<file path="src/design/bccmc_pkg.sv">
// Shared constants, codes and controller/datapath interface types for the coin change block.
`default_nettype none
package bccmc_pkg;

  localparam int NUM_SLOTS = 8;
  localparam int IW = (NUM_SLOTS > 1) ? $clog2(NUM_SLOTS) : 1;   // slot or level index
  localparam int LW = $clog2(NUM_SLOTS + 1);                        // level count 0..NUM_SLOTS
  localparam int DW = 16;
  localparam int TW = 20;
  localparam logic [TW-1:0] TOTAL_ONES = {TW{1'b1}};

  localparam logic [1:0] OP_ADD    = 2'd0;
  localparam logic [1:0] OP_QUERY  = 2'd1;
  localparam logic [1:0] OP_CHANGE = 2'd2;

  localparam logic [1:0] ST_OK   = 2'd0;
  localparam logic [1:0] ST_NOEX = 2'd1;
  localparam logic [1:0] ST_FULL = 2'd2;

  typedef struct packed {
    logic capture;
    logic add;
    logic query;
    logic zero_chg;
    logic fail_out;
    logic chg_init;
    logic sort_pick;
    logic record;
    logic div_start;
    logic set_cnt;
    logic mul;
    logic descend;
    logic up;
    logic dec;
    logic emit_init;
    logic emit_out;
    logic emit_next;
  } ctrl_cmd_t;

  typedef struct packed {
    logic [1:0] op;
    logic       amount_zero;
    logic       out_free;
    logic       sort_found;
    logic       rem_zero;
    logic       at_bottom;
    logic       prune;
    logic       div_done;
    logic       k_zero;
    logic       cnt_zero;
    logic       have_best;
    logic       emit_nz;
    logic       emit_last;
  } dp_sts_t;

endpackage
`default_nettype wire

</file>
<file path="src/design/bccmc_div.sv">
// Restoring 16-bit unsigned divider, one quotient bit per cycle.
`default_nettype none
module bccmc_div (
  input  wire logic                    clk_i,
  input  wire logic                    rst_ni,
  input  wire logic                    start_i,
  input  wire logic [bccmc_pkg::DW-1:0] dividend_i,
  input  wire logic [bccmc_pkg::DW-1:0] divisor_i,
  output logic                         done_o,
  output logic [bccmc_pkg::DW-1:0]     quot_o
);

  localparam int CW = $clog2(bccmc_pkg::DW + 1);

  logic [bccmc_pkg::DW-1:0] rem_q, rem_d, quo_q, quo_d, div_q, div_d;
  logic [CW-1:0]            cnt_q, cnt_d;
  logic                     busy_q, busy_d, done_q, done_d;
  logic [bccmc_pkg::DW:0]   r_sh;

  always_comb begin
    rem_d  = rem_q;
    quo_d  = quo_q;
    div_d  = div_q;
    cnt_d  = cnt_q;
    busy_d = busy_q;
    done_d = 1'b0;
    r_sh   = {rem_q, quo_q[bccmc_pkg::DW-1]};
    if (start_i) begin
      rem_d  = '0;
      quo_d  = dividend_i;
      div_d  = divisor_i;
      cnt_d  = '0;
      busy_d = 1'b1;
    end else if (busy_q) begin
      if (r_sh >= {1'b0, div_q}) begin
        rem_d = bccmc_pkg::DW'(r_sh - {1'b0, div_q});
        quo_d = {quo_q[bccmc_pkg::DW-2:0], 1'b1};
      end else begin
        rem_d = r_sh[bccmc_pkg::DW-1:0];
        quo_d = {quo_q[bccmc_pkg::DW-2:0], 1'b0};
      end
      cnt_d = cnt_q + 1'b1;
      if (cnt_q == CW'(bccmc_pkg::DW - 1)) begin
        busy_d = 1'b0;
        done_d = 1'b1;
      end
    end
  end

  always_ff @(posedge clk_i or negedge rst_ni) begin
    if (!rst_ni) begin
      busy_q <= 1'b0;
      done_q <= 1'b0;
      cnt_q  <= '0;
    end else begin
      busy_q <= busy_d;
      done_q <= done_d;
      cnt_q  <= cnt_d;
    end
  end

  always_ff @(posedge clk_i) begin
    rem_q <= rem_d;
    quo_q <= quo_d;
    div_q <= div_d;
  end

  assign done_o = done_q;
  assign quot_o = quo_q;

endmodule
`default_nettype wire

</file>
<file path="src/design/bccmc_dpath.sv">
// Datapath: coin inventory, search stack, best solution and output register.
`default_nettype none
module bccmc_dpath (
  input  wire logic                   clk_i,
  input  wire logic                   rst_ni,
  input  wire bccmc_pkg::ctrl_cmd_t   cmd_i,
  output bccmc_pkg::dp_sts_t          sts_o,
  input  wire logic [1:0]             op_i,
  input  wire logic [47:0]            in_data_i,
  output logic                        out_valid_o,
  input  wire logic                   out_ready_i,
  output logic [31:0]                 out_data_o,
  output logic [2:0]                  out_user_o,
  output logic                        out_last_o
);

  localparam int N  = bccmc_pkg::NUM_SLOTS;
  localparam int IW = bccmc_pkg::IW;
  localparam int LW = bccmc_pkg::LW;
  localparam int DW = bccmc_pkg::DW;
  localparam int TW = bccmc_pkg::TW;

  // inventory
  logic [N-1:0]  valid_q;
  logic [DW-1:0] value_q [N];
  logic [DW-1:0] stock_q [N];

  // captured item
  logic [DW-1:0] denom_q, delta_q, amount_q;

  // search state
  logic [LW-1:0] m_q, k_q;
  logic [DW:0]   prev_q;
  logic [IW-1:0] ord_q   [N];
  logic [DW-1:0] cnt_q   [N];
  logic [DW-1:0] rem_q   [N+1];
  logic [TW-1:0] coins_q [N+1];
  logic [DW-1:0] bcnt_q  [N];
  logic [TW-1:0] best_q;
  logic [2*DW-1:0] prod_q;

  // output register
  logic          ovalid_q;
  logic [1:0]    ost_q;
  logic [DW-1:0] oval_q, ocnt_q;
  logic          onone_q, olast_q;

  logic [IW-1:0] kx, mx, ord_k;
  logic [LW-1:0] kp1;
  logic [DW-1:0] d_k, stock_k;
  assign kx      = k_q[IW-1:0];
  assign mx      = m_q[IW-1:0];
  assign kp1     = k_q + 1'b1;
  assign ord_k   = ord_q[kx];
  assign d_k     = value_q[ord_k];
  assign stock_k = stock_q[ord_k];

  // slot lookup for add and query
  logic          hit, free_found;
  logic [IW-1:0] hit_idx, free_idx, slot_sel;
  always_comb begin
    hit = 1'b0;
    hit_idx = '0;
    free_found = 1'b0;
    free_idx = '0;
    for (int i = N - 1; i >= 0; i--) begin
      if (valid_q[i] && value_q[i] == denom_q) begin
        hit = 1'b1;
        hit_idx = IW'(i);
      end
      if (!valid_q[i]) begin
        free_found = 1'b1;
        free_idx = IW'(i);
      end
    end
  end
  assign slot_sel = hit ? hit_idx : free_idx;

  logic [DW-1:0]        stock_cur, stock_new;
  logic signed [DW+1:0] sum;
  logic                 full;
  assign stock_cur = hit ? stock_q[hit_idx] : '0;
  assign sum = $signed({2'b00, stock_cur}) + $signed({{2{delta_q[DW-1]}}, delta_q});
  assign full = !hit && !free_found;
  always_comb begin
    if (sum < 0) stock_new = '0;
    else if (sum > $signed({2'b00, {DW{1'b1}}})) stock_new = {DW{1'b1}};
    else stock_new = sum[DW-1:0];
  end

  // next denomination in descending order
  logic          sf;
  logic [IW-1:0] s_idx;
  logic [DW-1:0] s_val;
  always_comb begin
    sf = 1'b0;
    s_idx = '0;
    s_val = '0;
    for (int i = 0; i < N; i++) begin
      if (valid_q[i] && stock_q[i] != '0 && value_q[i] != '0 &&
          {1'b0, value_q[i]} < prev_q && (!sf || value_q[i] > s_val)) begin
        sf = 1'b1;
        s_idx = IW'(i);
        s_val = value_q[i];
      end
    end
  end

  logic emit_last;
  always_comb begin
    emit_last = 1'b1;
    for (int j = 0; j < N; j++)
      if (LW'(j) < k_q && bcnt_q[j] != '0) emit_last = 1'b0;
  end

  logic          div_done;
  logic [DW-1:0] quot;
  bccmc_div u_div (
    .clk_i      (clk_i),
    .rst_ni     (rst_ni),
    .start_i    (cmd_i.div_start),
    .dividend_i (rem_q[k_q]),
    .divisor_i  (d_k),
    .done_o     (div_done),
    .quot_o     (quot)
  );

  logic out_free;
  assign out_free = !ovalid_q || out_ready_i;

  always_comb begin
    sts_o.op          = op_i;
    sts_o.amount_zero = (amount_q == '0);
    sts_o.out_free    = out_free;
    sts_o.sort_found  = sf;
    sts_o.rem_zero    = (rem_q[k_q] == '0);
    sts_o.at_bottom   = (k_q == m_q);
    sts_o.prune       = (coins_q[k_q] >= best_q);
    sts_o.div_done    = div_done;
    sts_o.k_zero      = (k_q == '0);
    sts_o.cnt_zero    = (cnt_q[kx] == '0);
    sts_o.have_best   = (best_q != bccmc_pkg::TOTAL_ONES);
    sts_o.emit_nz     = (bcnt_q[kx] != '0);
    sts_o.emit_last   = emit_last;
  end

  always_ff @(posedge clk_i or negedge rst_ni) begin
    if (!rst_ni) begin
      valid_q  <= '0;
      ovalid_q <= 1'b0;
      best_q   <= bccmc_pkg::TOTAL_ONES;
      m_q      <= '0;
      k_q      <= '0;
      for (int i = 0; i < N; i++) stock_q[i] <= '0;
    end else begin
      if (ovalid_q && out_ready_i) ovalid_q <= 1'b0;
      if (cmd_i.add || cmd_i.query || cmd_i.zero_chg || cmd_i.fail_out || cmd_i.emit_out)
        ovalid_q <= 1'b1;
      if (cmd_i.add && !full) begin
        valid_q[slot_sel] <= 1'b1;
        stock_q[slot_sel] <= stock_new;
      end
      if (cmd_i.chg_init) begin
        m_q    <= '0;
        k_q    <= '0;
        best_q <= bccmc_pkg::TOTAL_ONES;
      end
      if (cmd_i.sort_pick) m_q <= m_q + 1'b1;
      if (cmd_i.record && coins_q[k_q] < best_q) best_q <= coins_q[k_q];
      if (cmd_i.descend || cmd_i.dec) k_q <= kp1;
      if (cmd_i.up || cmd_i.emit_next) k_q <= k_q - 1'b1;
      if (cmd_i.emit_init) k_q <= m_q - 1'b1;
    end
  end

  always_ff @(posedge clk_i) begin
    if (cmd_i.capture) begin
      denom_q  <= in_data_i[15:0];
      delta_q  <= in_data_i[31:16];
      amount_q <= in_data_i[47:32];
    end
    if (cmd_i.add && !full) value_q[slot_sel] <= denom_q;
    if (cmd_i.chg_init) begin
      prev_q     <= {1'b1, {DW{1'b0}}};
      rem_q[0]   <= amount_q;
      coins_q[0] <= '0;
    end
    if (cmd_i.sort_pick) begin
      ord_q[mx] <= s_idx;
      prev_q    <= {1'b0, s_val};
    end
    if (cmd_i.record && coins_q[k_q] < best_q)
      for (int j = 0; j < N; j++) bcnt_q[j] <= (LW'(j) < k_q) ? cnt_q[j] : '0;
    if (cmd_i.set_cnt) cnt_q[kx] <= (quot > stock_k) ? stock_k : quot;
    if (cmd_i.mul) prod_q <= cnt_q[kx] * d_k;
    if (cmd_i.descend) begin
      rem_q[kp1]   <= rem_q[k_q] - prod_q[DW-1:0];
      coins_q[kp1] <= coins_q[k_q] + TW'(cnt_q[kx]);
    end
    if (cmd_i.dec) begin
      cnt_q[kx]    <= cnt_q[kx] - 1'b1;
      rem_q[kp1]   <= rem_q[kp1] + d_k;
      coins_q[kp1] <= coins_q[kp1] - 1'b1;
    end
    if (cmd_i.add) begin
      ost_q   <= full ? bccmc_pkg::ST_FULL : bccmc_pkg::ST_OK;
      oval_q  <= denom_q;
      ocnt_q  <= full ? '0 : stock_new;
      onone_q <= 1'b0;
      olast_q <= 1'b1;
    end
    if (cmd_i.query) begin
      ost_q   <= bccmc_pkg::ST_OK;
      oval_q  <= denom_q;
      ocnt_q  <= stock_cur;
      onone_q <= 1'b0;
      olast_q <= 1'b1;
    end
    if (cmd_i.zero_chg || cmd_i.fail_out) begin
      ost_q   <= cmd_i.fail_out ? bccmc_pkg::ST_NOEX : bccmc_pkg::ST_OK;
      oval_q  <= '0;
      ocnt_q  <= '0;
      onone_q <= cmd_i.zero_chg;
      olast_q <= 1'b1;
    end
    if (cmd_i.emit_out) begin
      ost_q   <= bccmc_pkg::ST_OK;
      oval_q  <= d_k;
      ocnt_q  <= bcnt_q[kx];
      onone_q <= 1'b0;
      olast_q <= emit_last;
    end
  end

  assign out_valid_o = ovalid_q;
  assign out_data_o  = {ocnt_q, oval_q};
  assign out_user_o  = {onone_q, ost_q};
  assign out_last_o  = olast_q;

endmodule
`default_nettype wire

</file>
<file path="src/design/bccmc_ctrl.sv">
// Controller: sequences operations and the depth-first change search.
`default_nettype none
module bccmc_ctrl (
  input  wire logic                 clk_i,
  input  wire logic                 rst_ni,
  input  wire logic                 in_valid_i,
  output logic                      in_ready_o,
  input  wire bccmc_pkg::dp_sts_t   sts_i,
  output bccmc_pkg::ctrl_cmd_t      cmd_o
);

  localparam logic [3:0] S_IDLE  = 4'd0;
  localparam logic [3:0] S_ADD   = 4'd1;
  localparam logic [3:0] S_QRY   = 4'd2;
  localparam logic [3:0] S_CHG   = 4'd3;
  localparam logic [3:0] S_SORT  = 4'd4;
  localparam logic [3:0] S_ENTER = 4'd5;
  localparam logic [3:0] S_DIV   = 4'd6;
  localparam logic [3:0] S_MUL   = 4'd7;
  localparam logic [3:0] S_DESC  = 4'd8;
  localparam logic [3:0] S_RET   = 4'd9;
  localparam logic [3:0] S_BACK  = 4'd10;
  localparam logic [3:0] S_EMIT0 = 4'd11;
  localparam logic [3:0] S_EMIT  = 4'd12;

  logic [3:0] state_q, state_d;

  always_comb begin
    state_d = state_q;
    cmd_o   = '0;
    case (state_q)
      S_IDLE: begin
        if (in_valid_i) begin
          cmd_o.capture = 1'b1;
          case (sts_i.op)
            bccmc_pkg::OP_ADD:    state_d = S_ADD;
            bccmc_pkg::OP_QUERY:  state_d = S_QRY;
            bccmc_pkg::OP_CHANGE: state_d = S_CHG;
            default:              state_d = S_IDLE;
          endcase
        end
      end
      S_ADD: begin
        if (sts_i.out_free) begin
          cmd_o.add = 1'b1;
          state_d = S_IDLE;
        end
      end
      S_QRY: begin
        if (sts_i.out_free) begin
          cmd_o.query = 1'b1;
          state_d = S_IDLE;
        end
      end
      S_CHG: begin
        if (sts_i.amount_zero) begin
          if (sts_i.out_free) begin
            cmd_o.zero_chg = 1'b1;
            state_d = S_IDLE;
          end
        end else begin
          cmd_o.chg_init = 1'b1;
          state_d = S_SORT;
        end
      end
      S_SORT: begin
        if (sts_i.sort_found) cmd_o.sort_pick = 1'b1;
        else state_d = S_ENTER;
      end
      S_ENTER: begin
        if (sts_i.rem_zero) begin
          cmd_o.record = 1'b1;
          state_d = S_RET;
        end else if (sts_i.at_bottom || sts_i.prune) begin
          state_d = S_RET;
        end else begin
          cmd_o.div_start = 1'b1;
          state_d = S_DIV;
        end
      end
      S_DIV: begin
        if (sts_i.div_done) begin
          cmd_o.set_cnt = 1'b1;
          state_d = S_MUL;
        end
      end
      S_MUL: begin
        cmd_o.mul = 1'b1;
        state_d = S_DESC;
      end
      S_DESC: begin
        cmd_o.descend = 1'b1;
        state_d = S_ENTER;
      end
      S_RET: begin
        if (sts_i.k_zero) state_d = S_EMIT0;
        else begin
          cmd_o.up = 1'b1;
          state_d = S_BACK;
        end
      end
      S_BACK: begin
        // try one coin fewer at this level, else unwind
        if (sts_i.cnt_zero) state_d = S_RET;
        else begin
          cmd_o.dec = 1'b1;
          state_d = S_ENTER;
        end
      end
      S_EMIT0: begin
        if (!sts_i.have_best) begin
          if (sts_i.out_free) begin
            cmd_o.fail_out = 1'b1;
            state_d = S_IDLE;
          end
        end else begin
          cmd_o.emit_init = 1'b1;
          state_d = S_EMIT;
        end
      end
      S_EMIT: begin
        if (!sts_i.emit_nz) cmd_o.emit_next = 1'b1;
        else if (sts_i.out_free) begin
          cmd_o.emit_out = 1'b1;
          if (sts_i.emit_last) state_d = S_IDLE;
          else cmd_o.emit_next = 1'b1;
        end
      end
      default: state_d = S_IDLE;
    endcase
  end

  always_ff @(posedge clk_i or negedge rst_ni) begin
    if (!rst_ni) state_q <= S_IDLE;
    else state_q <= state_d;
  end

  assign in_ready_o = (state_q == S_IDLE);

endmodule
`default_nettype wire

</file>
<file path="src/design/bounded_coin_change_min_coins.sv">
// Add/query: the result is written to the output register once it is free, then the block returns to idle.
// Change: usable slots are sorted one at a time, then a depth-first search over counts runs,
// each visited node using the divider, a multiply and a descend step; total depends on stock.
// Results leave at most one per cycle, while the receiver is ready, through a single output register.
// Reset clears slot valid bits, stock and the best total; no clearing pass.
// Top level of the bounded coin change block.
`default_nettype none
module bounded_coin_change_min_coins (
  input  wire logic        clk_i,
  input  wire logic        rst_ni,
  input  wire logic        s_axis_tvalid_i,
  output logic             s_axis_tready_o,
  input  wire logic [47:0] s_axis_tdata_i,   // denomination, coin_delta, amount
  input  wire logic [1:0]  s_axis_tuser_i,   // operation
  output logic             m_axis_tvalid_o,
  input  wire logic        m_axis_tready_i,
  output logic [31:0]      m_axis_tdata_o,   // coin_value, coin_count
  output logic [2:0]       m_axis_tuser_o,   // status, no_coins
  output logic             m_axis_tlast_o
);

  bccmc_pkg::ctrl_cmd_t cmd;
  bccmc_pkg::dp_sts_t   sts;

  bccmc_ctrl u_ctrl (
    .clk_i      (clk_i),
    .rst_ni     (rst_ni),
    .in_valid_i (s_axis_tvalid_i),
    .in_ready_o (s_axis_tready_o),
    .sts_i      (sts),
    .cmd_o      (cmd)
  );

  bccmc_dpath u_dpath (
    .clk_i       (clk_i),
    .rst_ni      (rst_ni),
    .cmd_i       (cmd),
    .sts_o       (sts),
    .op_i        (s_axis_tuser_i),
    .in_data_i   (s_axis_tdata_i),
    .out_valid_o (m_axis_tvalid_o),
    .out_ready_i (m_axis_tready_i),
    .out_data_o  (m_axis_tdata_o),
    .out_user_o  (m_axis_tuser_o),
    .out_last_o  (m_axis_tlast_o)
  );

endmodule
`default_nettype wire

</file>
<file path="config.mk">
export PLATFORM = sky130hd
export DESIGN_NAME = bounded_coin_change_min_coins
export DESIGN_NICKNAME = d
export VERILOG_FILES = /design/src/design/bccmc_pkg.sv /design/src/design/bccmc_div.sv /design/src/design/bccmc_dpath.sv /design/src/design/bccmc_ctrl.sv /design/src/design/bounded_coin_change_min_coins.sv
export SDC_FILE = /design/constraint.sdc
export NUM_CORES = 2
export LEC_CHECK = 0
export BUFFER_PORTS_ARGS = -buffer_cell sky130_fd_sc_hd__buf_2
export CORE_ASPECT_RATIO = 0.7
export CORE_MARGIN = 3
export CORE_UTILIZATION = 25
export DETAILED_ROUTE_END_ITERATION = 10
export HOLD_SLACK_MARGIN = 0.08
export PLACE_DENSITY_LB_ADDON = 0.3
export SLEW_MARGIN = 20
export SYNTH_ARGS = -nofsm -noshare
export SYNTH_HDL_FRONTEND = slang
export SYNTH_SLANG_ARGS = --single-unit
export TNS_END_PERCENT = 5
</file>
<file path="constraint.sdc">
create_clock -name clk_i -period 27.9 [get_ports clk_i]
set_clock_uncertainty 0.1 [all_clocks]
set_input_delay 5.58 -clock clk_i [delete_from_list [all_inputs] [get_ports clk_i]]
set_output_delay 5.58 -clock clk_i [all_outputs]
set_load 0.01 [all_outputs]
</file>
==> run metrics <==
most common cell in the netlist edfxtp_1; Worst-path clk slew 70 ps; area fraction of the dominant cell type after synthesis 39.4%; Post-Syn Nets 6393; Sink Count 1073; dominant cells by area after synthesis edfxtp_1 39%, ha_1 7.7%, dfrtp_1 5.8%, mux4_2 5.2%, mux2i_1 3.1%; initial antenna violation count 20; Synth Area in Adders 10.2%; gr ovfl total 0; fmax ~47 MHz; setup_tns 0 ps; largest family of logic cells by synthesized area simple AND/OR/NAND/NOR gates; Critical Path RT 28360 ps; Tcrit/Tclk final around 77%; # IOs roughly 90; Post-synth EDFFs 877; unrepaired setup endpoints after global routing false; status finished, final reports clean; slew margin rel. 21.4%; fillcell total around 27000; Nets 6489; # Max-Cap Violations 0; critical path's slowest cell nor2_1; synth-to-layout area growth 13.9%; Worst path depth 87; Final Worst Setup Slack 6490 ps; vias in the first global route 49500; overall die area 0.274 mm2; Syn. warnings 0; Pwr per Cell Area between 40 and 50 mW/mm2; CTS tree done; drt drc 0; CP max stage delay 840 ps; Min-Delay Path Depth 2; post-route ant nets 0; post-synthesis sequential area ratio 46.6%; reg2reg start u_dpath.prev_q[14]; GRT Util Overall 19.8%; mean post-synth cell area 11.4 um2; Post-CTS Setup Repair Bufs 0; Initial Utilization 25.2%; Netlist Area Pre-Place about 0.067 mm2; Post-Synth XOR/XNOR Area 3.56%; most frequent cells after synthesis 877 x edfxtp_1, 483 x nand2_1, 409 x ha_1; critical path peak fanout 45; via count between 50000 and 60000; Final Max Slew Viols 0; worst r2r path cells 87; Post-DP HPWL between 200000 and 250000 um; routed len/inst about 30 um; CTS root buffer clkbuf_16; terminus of the critical flop-to-flop path u_dpath.prev_q[14]; internal reg-to-reg setup slack 6490 ps; RD Place Congestion roughly 0.97; die height 439 um; Startpoint Class flop; CP Capture Type flop; hold violation count in the final report 0; Yosys reg bits 1073; H-tree Lvls 3; post-cts gate resize count 0; DR iter-0 viols ~7300; Max VDD drop about 0.053 mV; shortest period the worst path allows 21410 ps; Worst Tran Pin Value between 1000 and 1500 ps; Hold Startpoint u_dpath.ost_q[1]; post-route cell area 0.0762 mm2; Top FF cell, synth edfxtp_1; Via density approximately 5.5; Final Setup Violations 0; DP Area 0.0722 mm2; first-pass GRT wire length 392000 um; Die Wd 624 um; Cell variety after synth 103; leakage 27.6 nW; mux share of post-synthesis cell area 10.9%; core footprint 0.265 mm2; Endpoint, Worst Hold u_dpath.ost_q[1]; # port buffers between 90 and 100; most frequent CP cell a21o_1; number of CTS-inserted buffers 115; Synth Area in Compound Gates 12.3%; drt total wl 280000 um; Post-Place Setup Slack 6860 ps; Hold Crit Class flop to flop; detailed-router iteration count before antenna repair 6; Yosys top cell by area edfxtp_1; crit path DAT approximately 22000 ps; Worst-Skew Late Latency 750 ps; asr flop ratio synth approximately 16%; Clock Path Buffers 3; critical path class flop to flop; Rows 158; fin util roughly 29%; ratio of cells with drive above 1 in the final layout between 10% and 20%; Bufs and invs on worst path 8; delay-heaviest family, CP compound AO/OA/AOI/OAI gates; Synth Area in Simple Gates between 10% and 20%; pin count of the biggest net entering global routing 169; Cells after Synth between 5000 and 6000; hold bufs inserted after CTS 0
how the worst max path moves through the flow:
| stage | startpoint | endpoint | slack (ps) |
|---|---|---|---|
| 5_1_grt | u_dpath.prev_q[14] | u_dpath.prev_q[1] | 5410 |
| 4_1_cts | u_dpath.prev_q[14] | u_dpath.prev_q[14] | 6740 |
| 3_3_place_gp | u_dpath.prev_q[14] | u_dpath.prev_q[14] | 6920 |
| 3_5_place_dp | u_dpath.prev_q[14] | u_dpath.prev_q[14] | 6860 |
| 6_report | u_dpath.prev_q[14] | u_dpath.prev_q[14] | 6490 |
| 2_1_floorplan | u_dpath.value_q[0][10] | u_dpath.ord_q[0][0] | 10060 |
logic make-up after synthesis:
group | count (synthesis)
simple gates | 1682
compound gates | 1210
flops | 1073
buf+inv | 602
mux | 515
fa+ha+maj | 494
xor+xnor | 269
state kept, by name, indices dropped and copies added, names as in the netlist, 17 cells and up:
name and cells:
u_dpath.rem_q 144, u_dpath.value_q 128, u_dpath.cnt_q 128, u_dpath.prev_q 17
u_dpath.bcnt_q 128, u_dpath.ord_q 24, u_dpath.coins_q 180, u_dpath.stock_q 128
u_dpath.best_q 20
worst register-to-register path: cells and delay by family (launching register included):
family                   cells  cell delay (ps)
adder cells (fa/ha/maj)      8             2330
AO/OA/AOI/OAI               57            11990
buffers and inverters        8             2470
flip-flops                   1              380
AND/OR/NAND/NOR             14             3970
placed cells by master, fill, tap and decap left out, types with 132 or more instances in the layout:
| cell type | count |
|---|---|
| dfrtp_1 | 152 |
| edfxtp_1 | 877 |
| nand2_1 | 481 |
| mux4_2 | 154 |
| nor2_1 | 294 |
| mux2i_1 | 209 |
| nor2b_1 | 132 |
| ha_1 | 408 |
| nor4_1 | 151 |
| mux2_2 | 151 |
| xnor2_1 | 146 |
| o21ai_0 | 228 |
| inv_1 | 287 |
| buf_4 | 189 |
| a21oi_1 | 241 |
where the power goes:
group          leakage (nW)  internal [W]  total [W]  switching [W]
Sequential             9.93       0.00171    0.00171              0
Combinational          15.8    0.00000310  0.0000122     0.00000912
Clock                  1.91      0.000933    0.00163       0.000697
per-layer routing:
metal / routed length [um] / part of all wire [%] / track usage (%) / vias up
li1: - / - / - / 22300
met1: 136000 / 49 / 31.7 / 27000
met2: 107000 / 38 / 26.3 / 2856
met3: 28500 / 10 / 4.14 / 368
met4: 7510 / 2.7 / 5.00 / 4
met5: 220 / 0.079 / 0.597 / -
stage by stage:
stage / instances / hold slack, ps / total power (W)
finish: 9563 / 357 / 0.00335
CTS: 9559 / 360 / 0.00339
global route: 9561 / 418 / 0.00345
detailed placement: 9343 / 346 / 0.00176
floorplan: 5845 / 351 / 0.00175
global placement: 9342 / 344 / 0.00176
final cells by class:
cell class	instances	area, um2	share of cell area, %
diodes	3	7.51	0.00985
repair buffers	285	1980	2.59
clock buffers	146	3140	4.12
multi-input cells	4170	33600	44.1
well taps	3520	4400	5.78
clock inverters	70	777	1.02
inverters	296	1110	1.46
flip-flops and latches	1073	31200	40.9
(Power assumes the default switching activity.)
